--- config.mk ---
export PLATFORM = sky130hd
export DESIGN_NAME = tmcw_ctrl
export DESIGN_NICKNAME = d
export VERILOG_FILES = /design/src/design/tmcw_pkg.sv /design/src/design/tmcw_ctrl.sv
export SDC_FILE = /design/constraint.sdc
export NUM_CORES = 1
export LEC_CHECK = 0
export BUFFER_PORTS_ARGS = -buffer_cell sky130_fd_sc_hd__buf_4
export CAP_MARGIN = 25
export CORE_AREA = 5 5 42 44
export DETAILED_ROUTE_END_ITERATION = 10
export DIE_AREA = 0 0 47 49
export PLACE_DENSITY = 0.61
export REMOVE_ABC_BUFFERS = 1
export SETUP_SLACK_MARGIN = 0.3
export SLEW_MARGIN = 20
export SYNTH_ARGS = -nofsm -noshare
export SYNTH_HDL_FRONTEND = slang
export SYNTH_SLANG_ARGS = --single-unit
--- constraint.sdc ---
create_clock -name clk -period 3.7 [get_ports clk]
set_input_delay 0.74 -clock clk [delete_from_list [all_inputs] [get_ports clk]]
set_output_delay 0.74 -clock clk [all_outputs]
set_load 0.01 [all_outputs]
--- src/design/tmcw_pkg.sv ---
package tmcw_pkg;

    // default geometry
    localparam int DEF_COLUMNS  = 80;
    localparam int DEF_ROWS     = 25;
    localparam int DEF_TAB_STEP = 4;

    // port field widths
    localparam int MODE_W = 2;
    localparam int BYTE_W = 8;
    localparam int IDX_W  = 11;
    localparam int COL_W  = 7;
    localparam int ROW_W  = 5;
    localparam int LIN_W  = 11;
    localparam int CELL_W = 16;

    localparam logic [MODE_W-1:0] MODE_PUT   = 2'd0;
    localparam logic [MODE_W-1:0] MODE_CLEAR = 2'd1;
    localparam logic [MODE_W-1:0] MODE_READ  = 2'd2;

    localparam logic [BYTE_W-1:0] CH_TAB = 8'h09;
    localparam logic [BYTE_W-1:0] CH_LF  = 8'h0a;
    localparam logic [BYTE_W-1:0] CH_CR  = 8'h0d;

    // space, attribute 0 (attribute in the high byte)
    localparam logic [CELL_W-1:0] BLANK_CELL = 16'h0020;

    typedef enum logic [3:0] {
        ST_INIT,
        ST_IDLE,
        ST_DISPATCH,
        ST_PUT,
        ST_CHECK,
        ST_COPY,
        ST_DRAIN,
        ST_FILL,
        ST_CLEAR,
        ST_RESULT
    } state_t;

    typedef struct packed {
        logic accept;
        logic ptr_clr;
        logic ptr_inc;
        logic blank_wr;
        logic copy_rd;
        logic cursor_home;
        logic cursor_step;
        logic cursor_scroll;
        logic result_load;
    } ctl_t;

    typedef struct packed {
        logic [MODE_W-1:0] mode;
        logic              row_full;
        logic              copy_last;
        logic              sweep_last;
        logic              out_free;
    } stat_t;

endpackage

--- src/design/tmcw_ctrl.sv ---
module tmcw_ctrl (
    input  logic            clk,
    input  logic            rst_n,
    input  logic            in_valid,
    output logic            in_ready,
    input  tmcw_pkg::stat_t stat,
    output tmcw_pkg::ctl_t  ctl
);

    tmcw_pkg::state_t state_reg;
    tmcw_pkg::state_t state_next;

    always_ff @(posedge clk or negedge rst_n)
    begin
        if (!rst_n)
        begin
            state_reg <= tmcw_pkg::ST_INIT;
        end
        else
        begin
            state_reg <= state_next;
        end
    end

    always_comb
    begin
        state_next = state_reg;
        case (state_reg)
            tmcw_pkg::ST_INIT:
            begin
                if (stat.sweep_last)
                begin
                    state_next = tmcw_pkg::ST_IDLE;
                end
            end
            tmcw_pkg::ST_IDLE:
            begin
                if (in_valid)
                begin
                    state_next = tmcw_pkg::ST_DISPATCH;
                end
            end
            tmcw_pkg::ST_DISPATCH:
            begin
                case (stat.mode)
                    tmcw_pkg::MODE_PUT:   state_next = tmcw_pkg::ST_PUT;
                    tmcw_pkg::MODE_CLEAR: state_next = tmcw_pkg::ST_CLEAR;
                    default:              state_next = tmcw_pkg::ST_RESULT;
                endcase
            end
            tmcw_pkg::ST_PUT:
            begin
                state_next = tmcw_pkg::ST_CHECK;
            end
            tmcw_pkg::ST_CHECK:
            begin
                state_next = stat.row_full ? tmcw_pkg::ST_COPY : tmcw_pkg::ST_RESULT;
            end
            tmcw_pkg::ST_COPY:
            begin
                if (stat.copy_last)
                begin
                    state_next = tmcw_pkg::ST_DRAIN;
                end
            end
            tmcw_pkg::ST_DRAIN:
            begin
                state_next = tmcw_pkg::ST_FILL;
            end
            tmcw_pkg::ST_FILL,
            tmcw_pkg::ST_CLEAR:
            begin
                if (stat.sweep_last)
                begin
                    state_next = tmcw_pkg::ST_RESULT;
                end
            end
            tmcw_pkg::ST_RESULT:
            begin
                if (stat.out_free)
                begin
                    state_next = tmcw_pkg::ST_IDLE;
                end
            end
            default:
            begin
                state_next = tmcw_pkg::ST_INIT;
            end
        endcase
    end

    always_comb
    begin
        ctl      = '0;
        in_ready = 1'b0;
        case (state_reg)
            tmcw_pkg::ST_INIT,
            tmcw_pkg::ST_CLEAR:
            begin
                ctl.blank_wr = 1'b1;
                ctl.ptr_inc  = 1'b1;
            end
            tmcw_pkg::ST_IDLE:
            begin
                in_ready   = 1'b1;
                ctl.accept = in_valid;
            end
            tmcw_pkg::ST_DISPATCH:
            begin
                ctl.ptr_clr     = 1'b1;
                ctl.cursor_home = (stat.mode == tmcw_pkg::MODE_CLEAR);
            end
            tmcw_pkg::ST_PUT:
            begin
                ctl.cursor_step = 1'b1;
            end
            tmcw_pkg::ST_COPY:
            begin
                ctl.copy_rd = 1'b1;
                ctl.ptr_inc = 1'b1;
            end
            tmcw_pkg::ST_FILL:
            begin
                ctl.blank_wr      = 1'b1;
                ctl.ptr_inc       = 1'b1;
                ctl.cursor_scroll = stat.sweep_last;
            end
            tmcw_pkg::ST_RESULT:
            begin
                ctl.result_load = stat.out_free;
            end
            default:
            begin
                ctl = '0;
            end
        endcase
    end

endmodule

# Word level (Yosys, flattened, before mapping)
# Cells that the tools add are included.
[totals] word_cells=40 out_inout_bits=10 regBits=4
[classes] reduce_logical=6 n_mux=18 eq_ne=15
[ops] operator="$pmux 4 s9" count=1
[ops] operator="$mux 4" count=6
[ops] operator="$eq 4x3->1 const B" count=4
[ops] operator="$mux 1" count=10
[ops] operator="$ne 2x2->1 const B" count=5
[ops] operator="$eq 4x2->1 const B" count=2
[ops] operator="$eq 4x4->1 const B" count=2
[ops] operator="$pmux 4 s2" count=1
[ops] operator="$reduce_and 5->1" count=1
[ops] operator="$eq 4x1->1 const B" count=1
[ops] operator="$logic_not 4->1" count=1
[ops] operator="$reduce_or 4->1" count=1
[ops] operator="$reduce_or 3->1" count=1
[ops] operator="$eq 2x1->1 const B" count=1
[ops] operator="$logic_not 2->1" count=1
[ops] operator="$reduce_or 2->1" count=1

# Logic depth before layout (Yosys ltp)
[depth] ltp_word=4 ltp_mapped=5

# Worst setup path before layout
# OpenSTA, ideal clock, no wires.
[synth_timing] path_type="register to output" startpoint="reg state_reg[0]" endpoint="out ctl[3] (netlist name)" stages_incl_launch_ff=5 arrival_ps=1250 path_slack_ps=1710 path_cell_list="dfrtp_1 > buf_4 > nor2b_1 > nor3b_1 > and2_1"
[synth_rtl] item="from (decl)" line_no="tmcw_ctrl.sv:10" rtl="tmcw_pkg::state_t state_reg;"
[synth_rtl] item="from (signal assigned)" line_no="tmcw_ctrl.sv:17" rtl="state_reg <= tmcw_pkg::ST_INIT;"
[synth_rtl] item="from (signal assigned)" line_no="tmcw_ctrl.sv:21" rtl="state_reg <= state_next;"
[synth_rtl] item="to (decl)" line_no="tmcw_ctrl.sv:7" rtl="output tmcw_pkg::ctl_t ctl"

==> impl_metrics.tcl <==
set metrics [dict create \
    cap_violations 0 \
    crit_end "ctl[6]" \
    place_area_um2 563 \
    utilization_pct 41.8 \
    finalNetCount 78 \
    die_h_um 49 \
    ant_nets 0 \
    clock_latency_ps 230 \
    clockRootBuffer "clkbuf_4" \
    period_share_pct 61.1 \
    p_per_area_nw_per_um2 853 \
    slowest_stage "dfrtp_1" \
    synth.most_common_cell "nor2_1" \
    rr_worst_depth 4 \
    rsz0062_at_grt "false" \
    syn_area_per_cell_um2 8.68 \
    largest_reg_flops 4 \
    pwr-share-clk_pct 10.7 \
    finish.instance_area_um2 586 \
    clock_skew_ps 2.83 \
    setup_tns_ps 0 \
    synth_flop_cell "dfrtp_1" \
    slew_headroom_pct 74.6 \
    antenna_found_initial 0 \
    hold_viol_final 0 \
    path_class "register to output pin" \
    netlist_top_cells_count "nor2_1 (5), dfrtp_1 (4), nor2b_1 (4)" \
    pwr-share-seq_pct 24.9 \
    clock_sinks 4 \
    portBuffers 18 \
    syn2layout_area_growth_pct 34.9 \
    ys_seq_area_share_pct 23.1 \
    setup-violations-final 0 \
    synth_area_leaders "dfrtp_1 (23%), mux2_4 (10%), nor2b_1 (5.8%), buf_4 (5.2%), o221a_4 (4.6%)" \
    routed_wl_um 1070 \
    peakVddDrop_mv 0.374 \
    p_leak_nw 0.283 \
    r2r_start "state_reg[2]$_DFFE_PN0P_" \
    synthArstFlopShare_pct 100 \
    worstMarginPinSlew_ps 381 \
    ys_types 29 \
    std_cell_rows 14 \
    r2r_end "state_reg[3]$_DFFE_PN0P_" \
    intPower_mw 0.293 \
    chipWidth_um 47 \
    fillers 156 \
    ctsLongestPathBuffers 2 \
    max_stage_delay_ps 560 \
    track_usage_pct 10.4 \
    max_freq_mhz 442 \
    synth_area_leader_cell "dfrtp_1" \
    cts.repair.resized 0 \
    tritoncts "done" \
    slew_violations 0 \
    synth_cells 50 \
    grt_max_degree 14 \
    yosysWarnings 0 \
    cts_buffers 3 \
    synth_top_area_share_pct 23.1 \
    switching_share_pct 41.5 \
    postCtsSetupRepairBufs 0 \
    switching_power_mw 0.207 \
    antennaDiodeCount 0 \
    postCtsHoldBufs 0 \
    wire_per_inst_um 12.8 \
    drive_gt1_share_pct 38.8 \
    total_power_mw 0.500 \
    drt_iter0_drc 5 \
    comb_power_share_pct 64.4 \
    first_pass_iters 4 \
    grt_pass1_wl_um 1830 \
    num_io_pins 19 \
    cp_cell_sequence "nand4b_1 > o31a_1 > o21ai_0 > buf_4" \
    status "finished, final reports clean" \
    synth_area_um2 434 \
    cp-startpoint "state_reg[3]$_DFFE_PN0P_" \
    grt.overflow.total 0 \
    vias_per_cell 5.04 \
    hold_path.class "input pin to asynchronous set/reset pin" \
    clk_pin_slew_ps 40 \
    htreeDepth 1 \
    place_hpwl_um 810 \
    critPathMaxFanout 13 \
    fin_crit_ps 2260 \
    routabilityCongestion 0.728 \
    cp.arrival_ps 1520 \
    num_vias 418 \
    end_kind "output pin" \
    fp.coreArea_um2 1400 \
    synth_edf_count 0 \
    die_area_um2 2300 \
    start_util_pct 31.0 \
    critPathLaunchType "register" \
    drc 0 \
    rrSetupSlack_ps 1910 \
    ys_ff_latch 4 \
    cp.required_ps 2960 \
    grt_pass1_vias 452 \
]
[placed cells by master, fill, tap and decap left out]
| cell type | Yosys | final |
|---|---|---|
| xnor2_1 | 1 | 1 |
| o21ai_0 | 1 | 1 |
| nor2b_1 | 4 | 4 |
| o21ba_1 | 1 | 1 |
| and2_1 | 2 | 2 |
| mux2_4 | 3 | 3 |
| o21a_1 | 1 | 1 |
| dfrtp_1 | 4 | 4 |
| nor2_1 | 5 | 5 |
| or4b_1 | 1 | 1 |
| nand2b_1 | 2 | 2 |
| o22ai_1 | 1 | 1 |
| o311ai_1 | 1 | 1 |
| and3_1 | 1 | 1 |
| nor3_1 | 3 | 3 |
| or3_4 | 1 | 1 |
| o32ai_1 | 1 | 1 |
| buf_4 | 3 | 18 |
| nand2_1 | 2 | 2 |
| a21oi_1 | 1 | 1 |
| nand4b_1 | 1 | 1 |
| a2bb2oi_1 | 1 | 1 |
| clkbuf_4 | 0 | 3 |
| inv_1 | 3 | 3 |
| o31a_1 | 1 | 1 |
| o21bai_1 | 1 | 1 |
| o221a_4 | 1 | 1 |
| nor3b_1 | 1 | 1 |
| mux2_1 | 1 | 1 |
[how the worst min path moves through the flow]
| stage | slack [ps] | end | startpoint |
|---|---|---|---|
| finish | 290 | state_reg[0]$_DFFE_PN0P_ | rst_n |
| global route | 290 | state_reg[0]$_DFFE_PN0P_ | rst_n |
| CTS | 290 | state_reg[0]$_DFFE_PN0P_ | rst_n |
| detailed placement | 540 | state_reg[2]$_DFFE_PN0P_ | rst_n |
| global placement | 540 | state_reg[2]$_DFFE_PN0P_ | rst_n |
| floorplan | 440 | state_reg[0]$_DFFE_PN0P_ | rst_n |
[metrics by stage]
step	setup WS [ps]	hold WS [ps]	cells
6_report	1440	293	83
5_1_grt	1330	295	83
4_1_cts	1430	286	83
3_5_place_dp	1680	539	80
3_3_place_gp	1670	536	80
2_1_floorplan	1720	444	46
[cell families (layout without fill, tap and decap cells)]
kind of cell	after synthesis	after routing	share of synthesized area (%)
simple gates	23	23	31.1
xor+xnor	1	1	2.02
buf+inv	7	24	8.64
compound gates	11	11	22.2
flops	4	4	23.1
mux	4	4	13.0
[power by group through the flow]
stage	Combinational [mW]	Sequential [mW]	Clock [mW]
floorplan	0.234	0.107	0
global placement	0.322	0.127	0
detailed placement	0.323	0.126	0
CTS	0.326	0.125	0.0561
global route	0.352	0.133	0.0560
finish	0.322	0.125	0.0534
[cell type report]
cell class              instances  area, µm²  share of cell area, %
multi-input cells              39        297                   50.6
inverters                       3       11.3                   1.92
clock buffers                   3       22.5                   3.85
well taps                      16       20.0                   3.42
repair buffers                 18        135                   23.1
flip-flops and latches          4        100                   17.1
[metal layers]
layer,part of all wire (%),global-route usage [%]
met1,44,13.8
met2,49,14.9
met3,6.4,1.48
met4,1.0,6.91
met5,0,0
[critical path: cells and delay by family, from the launching register on]
kind / cells / cell delay [ps]
flops: 1 / 560
compound gates: 2 / 350
buf+inv: 1 / 150
simple gates: 1 / 230
No activity file was read; power rests on OpenSTA's default activity.
